`src/hdl/pcsm_pkg.sv`:
```
// Shared types and constants for the paged cache slot mapper.
package pcsm_pkg;

    localparam int BLK_LEN_W    = 11;
    localparam int PAD_W        = 32;
    localparam int ENTRY_W      = 32;
    localparam int SLOT_W       = 42;
    localparam int REQ_W        = 8;
    localparam int COL_W        = 8;
    localparam int POS_PORT_W   = 20;
    localparam int CFG_INDEX_W  = 4;
    localparam int CFG_DATA_W   = 32;

    localparam int MAX_REQUESTS_DEF           = 256;
    localparam int MAX_BLOCKS_PER_REQUEST_DEF = 256;
    localparam int POSITION_BITS_DEF          = 20;

    localparam logic [BLK_LEN_W-1:0] BLK_LEN_RESET   = BLK_LEN_W'(16);
    localparam logic [PAD_W-1:0]     PAD_VALUE_RESET = '1;

    typedef enum logic [1:0] {
        ACT_WRITE = 2'd0,
        ACT_MAP   = 2'd1,
        ACT_PAD   = 2'd2,
        ACT_NONE  = 2'd3
    } action_t;

    typedef enum logic [CFG_INDEX_W-1:0] {
        REG_BLK_LEN   = CFG_INDEX_W'(0),
        REG_PAD_VALUE = CFG_INDEX_W'(1)
    } cfg_reg_t;

    typedef struct packed {
        action_t            action;
        logic [REQ_W-1:0]   request;
        logic [COL_W-1:0]   column;
        logic [ENTRY_W-1:0] entry;
    } item_t;

    typedef struct packed {
        action_t              action;
        logic                 out_of_range;
        logic [BLK_LEN_W-1:0] rem;
    } lookup_t;

endpackage

```
`src/hdl/pcsm_div.sv`:
```
// Pipelined restoring divider: one quotient bit per stage, items travel alongside.
module pcsm_div #(
    parameter int POSITION_BITS = pcsm_pkg::POSITION_BITS_DEF
) (
    input  logic                                 clk,
    input  logic                                 rst_n,
    input  logic                                 in_valid,
    output logic                                 in_stall,
    input  pcsm_pkg::item_t                      in_item,
    input  logic [POSITION_BITS-1:0]             dividend,
    input  logic [pcsm_pkg::BLK_LEN_W-1:0]       blk_len,
    output logic                                 out_valid,
    input  logic                                 out_stall,
    output pcsm_pkg::item_t                      out_item,
    output logic [POSITION_BITS-1:0]             quotient,
    output logic [pcsm_pkg::BLK_LEN_W-1:0]       remainder
);
    import pcsm_pkg::*;

    logic                     v_reg    [POSITION_BITS];
    item_t                    item_reg [POSITION_BITS];
    logic [BLK_LEN_W-1:0]     rem_reg  [POSITION_BITS];
    logic [POSITION_BITS-1:0] work_reg [POSITION_BITS];
    logic                     stall_s  [POSITION_BITS];

    for (genvar j = 0; j < POSITION_BITS; j++)
    begin : g_step
        logic                     v_in;
        item_t                    item_in;
        logic [BLK_LEN_W-1:0]     rem_in;
        logic [POSITION_BITS-1:0] work_in;
        logic                     stall_nx;
        logic [BLK_LEN_W:0]       trial;
        logic [BLK_LEN_W:0]       diff;
        logic                     qbit;
        logic [BLK_LEN_W-1:0]     rem_next;
        logic [POSITION_BITS-1:0] work_next;

        if (j == 0)
        begin : g_first
            assign v_in    = in_valid;
            assign item_in = in_item;
            assign rem_in  = '0;
            assign work_in = dividend;
        end
        else
        begin : g_rest
            assign v_in    = v_reg[j-1];
            assign item_in = item_reg[j-1];
            assign rem_in  = rem_reg[j-1];
            assign work_in = work_reg[j-1];
        end

        if (j == POSITION_BITS - 1)
        begin : g_last
            assign stall_nx = out_stall;
        end
        else
        begin : g_inner
            assign stall_nx = stall_s[j+1];
        end

        assign stall_s[j] = v_reg[j] & stall_nx;

        assign trial     = {rem_in, work_in[POSITION_BITS-1]};
        assign diff      = trial - {1'b0, blk_len};
        assign qbit      = (trial >= {1'b0, blk_len});
        assign rem_next  = qbit ? diff[BLK_LEN_W-1:0] : trial[BLK_LEN_W-1:0];
        assign work_next = {work_in[POSITION_BITS-2:0], qbit};

        always_ff @(posedge clk or negedge rst_n)
        begin
            if (!rst_n)
            begin
                v_reg[j] <= 1'b0;
            end
            else if (!stall_s[j])
            begin
                v_reg[j] <= v_in;
            end
        end

        always_ff @(posedge clk)
        begin
            if (!stall_s[j])
            begin
                item_reg[j] <= item_in;
                rem_reg[j]  <= rem_next;
                work_reg[j] <= work_next;
            end
        end
    end

    assign in_stall  = stall_s[0];
    assign out_valid = v_reg[POSITION_BITS-1];
    assign out_item  = item_reg[POSITION_BITS-1];
    assign quotient  = work_reg[POSITION_BITS-1];
    assign remainder = rem_reg[POSITION_BITS-1];

endmodule

```
`config.mk`:
```
export PLATFORM = sky130hd
export DESIGN_NAME = pcsm_div
export DESIGN_NICKNAME = d
export VERILOG_FILES = /design/src/hdl/pcsm_pkg.sv /design/src/hdl/pcsm_div.sv
export SDC_FILE = /design/constraint.sdc
export NUM_CORES = 2
export LEC_CHECK = 0
export BUFFER_PORTS_ARGS = -buffer_cell sky130_fd_sc_hd__buf_2
export CAP_MARGIN = 20
export CORE_MARGIN = 8
export CORE_UTILIZATION = 30
export CTS_CLUSTER_DIAMETER = 30
export DETAILED_ROUTE_END_ITERATION = 8
export GPL_ROUTABILITY_DRIVEN = 0
export SYNTH_ARGS = -nofsm -noshare
export SYNTH_HDL_FRONTEND = slang
export SYNTH_SLANG_ARGS = --single-unit
```
`constraint.sdc`:
```
create_clock -name clk -period 6.37 [get_ports clk]
set_input_delay 1.274 -clock clk [delete_from_list [all_inputs] [get_ports clk]]
set_output_delay 1.274 -clock clk [all_outputs]
set_load 0.01 [all_outputs]
```
## Word-level counts from Yosys, hierarchy flattened

Memories as Yosys holds them, arrays and structs flattened.
Cells that the tools add are included.

- Add/subtract/negate cells: 20
- Bitwise gates (word level): 20
- Magnitude comparators: 20
- Multiplexer cells: 40

Operator list:

| cell | number |
|---|---|
| $ge 12x11->1 | 19 |
| $mux 11 | 20 |
| $sub 11x11->11 | 19 |
| $and 1x1->1 | 20 |
| $mux 1 | 20 |
| $ge 1x11->1 | 1 |
| $sub 1x11->11 | 1 |

- Memories: 3
- Flip-flop bits (word level): 20
- Memory bits (writable): 1620
- Input port bits: 85
- Output and inout port bits: 83
- Logic and storage cells: 123

Memory list:

| name | words | width | read ports | clocked after memory_dff | wr ports | line | text |
|---|---|---|---|---|---|---|---|
| item_reg | 20 | 50 | 20 | 0 | 20 | pcsm_div.sv:21 | `item_t item_reg [POSITION_BITS];` |
| work_reg | 20 | 20 | 20 | 0 | 20 | pcsm_div.sv:23 | `logic [POSITION_BITS-1:0] work_reg [POSITION_BITS];` |
| rem_reg | 20 | 11 | 20 | 0 | 20 | pcsm_div.sv:22 | `logic [BLK_LEN_W-1:0] rem_reg [POSITION_BITS];` |

## Longest topological paths before layout

- Depth in word-level cells: 21
- Mapped depth: 10

## Worst setup path after synthesis

Ideal clock, no wire load.

- Kind: input port to flip-flop
- Start point: input port out_stall
- End point: memory item_reg[0][0] in the netlist's numbering (enable)
- Setup slack: -762 ps
- Data arrival time: 6697 ps
- Stages: 8
- Library setup time: 435 ps
- Required time: 5935 ps
- Cell sequence: and3_2 > and3_1 > inv_2 > nor4_4 > and4_1 > inv_1 > nor2_1 > inv_1

RTL lines:

| item | line | text |
|---|---|---|
| from (decl) | pcsm_div.sv:13 | `input logic out_stall,` |
| to (decl) | pcsm_div.sv:21 |  |

## Worst setup path in the final report

- Start point: input port out_stall
- End point: output port in_stall

- Longest elaborated chain between the ends: 20

Ends and longest elaborated chain:

| item | line | text |
|---|---|---|
| $and 1x1->1 (20 in series) | pcsm_div.sv:63 | `assign stall_s[j] = v_reg[j] & stall_nx;` |
| to (decl) | pcsm_div.sv:8 | `output logic in_stall,` |

No other way between the ends.

==> flow_summary.toml <==
[finish]
finalNonFillerCells = 6527
final_net_count = 3967
mostFrequentLayoutCells = "sky130_fd_sc_hd__edfxtp_1 (1620), sky130_fd_sc_hd__clkbuf_16 (284), sky130_fd_sc_hd__ha_1 (211), sky130_fd_sc_hd__buf_2 (167), sky130_fd_sc_hd__nor2_1 (125)"
post-route-cell-area_mm2 = 0.0748
area_delta_synth_final_pct = 22.5
layout_commonest_cell = "sky130_fd_sc_hd__edfxtp_1"
largest_register_ffs = 1000
finalCoreUtilization_pct = 37.0
share_of_cells_above_drive_strength_1_pct = 21.1

[worst_setup_path]
timing_worst_setup_path_type = "in2out"
critPathLaunchType = "input port"
depth_of_the_worst_register_to_register_path = 10
crit_arrival_ns = 4.08
regToRegEndpoint = "work_reg[0][19]"
worst_setup_path_startpoint = "out_stall"
worstSetupEndpointType = "primary output"
worst-r2r-setup-slack_ns = 2.46
worstPathRequired_ns = 5.10
largest_driver_fanout_on_the_critical_path = 5
worstReg2RegStart = "out_valid"

[synthesis]
seq_area_frac_synth_pct = 80.4
synthesis.area_per_instance_um2 = 19.2
synthDistinctLibCells = 76
netlist_instances = 3182
synth_fp_nets = 3497
synth-main-ff-cell = "sky130_fd_sc_hd__edfxtp_1"
synth_warnings = 0
post_synth_instance_area_mm2 = 0.0611
synth_async_sr_flop_share_pct = 1.22
synth-seq-cells = 1640
synth_enable_flop_cells = 1620

[timing]
finalSetupViolCount = 0
top_achievable_clock_speed_ghz = 0.187
grt_setup_unrepaired = "no"
tightest_slew_ns = 1.09
maxSlewViolCount = 0
final_min_period_over_clock_period_pct = 84.1
fin_worst_hold_slack_ns = 0.366
max_slew_headroom_at_the_worst_pin_pct = 27.3
hold_viol = 0
fin_worst_skew_ns = 0.0685
worst_slack_ns = 1.01
period_minus_slack_ns = 5.36

[power_and_ir_drop]
power.static_leakage_nw = 28.2
ir_worst_vdd_uv = 297
clockPowerShare_pct = 40.8
pwr_density_cell_mw_per_mm2 = 468
cellInternalPower_mw = 26.5
switching_power_mw = 8.53
pwr-share-seq_pct = 43.6
switching_share_pct = 24.3
combinationalPowerShare_pct = 15.7

[grt]
global_route.overflow_total = 0
global_route_wire_length_before_repair_mm = 158
grt_use_total_pct = 8.96
first_global_vias = 28794
grt_antenna_before_repair = 1
grt_start_max_net_pins = 83

[min_path]
worst_hold_startpoint = "work_reg[15][8]"
min_delay_path_depth = 0
hold_end = "work_reg[16][9]"
worstHoldPathType = "reg2reg"

[placement]
placement.cell_area_mm2 = 0.0656
detailedPlace.worstSlack_ns = 1.04
placed_cells = 6036
dpl.hpwl_mm = 67.8
io_buffer_count = 167

[clock_network]
cts-root-to-sink-buffers = 4
buffer_type_at_the_clock_tree_root = "sky130_fd_sc_hd__clkbuf_16"
tritoncts = "built"
htreeDepth = 5
worst_skew_pair.late_latency_ns = 0.87
post_cts.resized_instances = 0
clock_sinks = 1640
tritoncts.num_buffers = 279
cts_setup_buffers = 0
cts.hold.buffers_added = 0
clk_pin_slew_worst_paths_ns = 0.05

[status]
outcome = "complete, no violations"

[routing]
drt.antenna.violating_nets = 0
drt_first_pass_iters = 5
dr_total_vias = 28034
drc_errors = 0
vias_per_cell = 4.30
detail_route.wirelength_mm = 101
drtIter0Drc = 1801
route.detailed.wl_per_inst_um = 15.4

[floorplanning]
fp.dieH_um = 467
num_rows = 165
design.core.area_mm2 = 0.202
top_level_ports = 168
design.die.area_mm2 = 0.218
fp.dieW_um = 467
effective_utilization_at_floorplan_pct = 30.2

[job]
max-cap-violations = 0
worst max-delay path by stage:
stage | to | slack [ns] | cells past startpoint
after global placement | in_stall | 1.0 | 9
after CTS | in_stall | 1.02 | 8
after detailed placement | in_stall | 1.04 | 9
after floorplan | item_reg[1][0] | -0.02 | 6
final | in_stall | 1.01 | 9
after global routing | in_stall | 0.90 | 9
per-stage QoR:
stage	TNS (ns)	total power [mW]
2_1_floorplan	-1.61	19.5
3_3_place_gp	0	20.7
3_5_place_dp	0	20.9
4_1_cts	0	35.4
5_1_grt	0	36.7
6_report	0	35.0
critical path: stages:
cell and delay (ns):
sky130_fd_sc_hd__buf_2 0.19, sky130_fd_sc_hd__and3_2 0.35, sky130_fd_sc_hd__and3_1 0.32, sky130_fd_sc_hd__clkinv_2 0.13, sky130_fd_sc_hd__nor4_4 0.43, sky130_fd_sc_hd__and4_1 0.49
sky130_fd_sc_hd__clkinvlp_4 0.15, sky130_fd_sc_hd__nor2_1 0.49, sky130_fd_sc_hd__buf_2 0.25
area by class of cell:
type / instances / area [µm²]
Antenna cell: 1 / 2.50
Clock buffer: 317 / 7260
Clock inverter: 166 / 1870
Fill cell: 18374 / 127000
Inverter: 88 / 344
Multi-Input combinational cell: 1430 / 11600
Sequential cell: 1640 / 49100
Tap cell: 2672 / 3340
Timing Repair Buffer: 213 / 1290
metal layers:
| layer | global-route usage [%] | share of wire [%] | vias up |
|---|---|---|---|
| met1 | 12.3 | 48 | 13455 |
| met5 | 0 | 0 | - |
| met2 | 13.5 | 44 | 687 |
| met3 | 2.24 | 5.0 | 242 |
| met4 | 3.80 | 3.0 | 0 |
| li1 | - | - | 13650 |
kinds of logic after synthesis:
family / after synthesis / share of synthesized area (%)
flip-flops: 1640 / 80.4
AND/OR/NAND/NOR: 480 / 3.96
AO/OA/AOI/OAI: 426 / 4.84
adder cells (fa/ha/maj): 230 / 4.94
multiplexers: 186 / 3.49
buffers and inverters: 112 / 0.794
XOR/XNOR: 108 / 1.55
power groups by stage:
stage          logic [mW]  clock network, mW  registers [mW]
2_1_floorplan        4.26                  0            15.2
3_3_place_gp         5.28                  0            15.5
3_5_place_dp         5.42                  0            15.5
4_1_cts              5.48               14.7            15.3
5_1_grt              6.08               15.1            15.5
6_report             5.48               14.3            15.3
cells in the mapped netlist, drive strengths merged (13+ instances only):
cell / count / area share [%]
nand3: 45 / 0.38
o31a: 22 / 0.32
nand2: 89 / 0.55
inv: 88 / 0.54
buf: 19 / 0.22
nor3: 46 / 0.38
nor2: 125 / 0.77
a21o: 35 / 0.43
dfrtp: 20 / 0.82
fa: 19 / 0.62
mux2i: 40 / 0.66
xnor2: 80 / 1.1
nand4: 28 / 0.29
a31oi: 13 / 0.13
xor2: 28 / 0.40
a21oi: 88 / 0.73
ha: 211 / 4.3
o21ai: 74 / 0.61
nand2b: 39 / 0.40
edfxtp: 1620 / 80
nor2b: 44 / 0.46
o21a: 67 / 0.82
mux2: 146 / 2.8
nor4: 14 / 0.17
No activity file was read; power rests on OpenSTA's default activity.
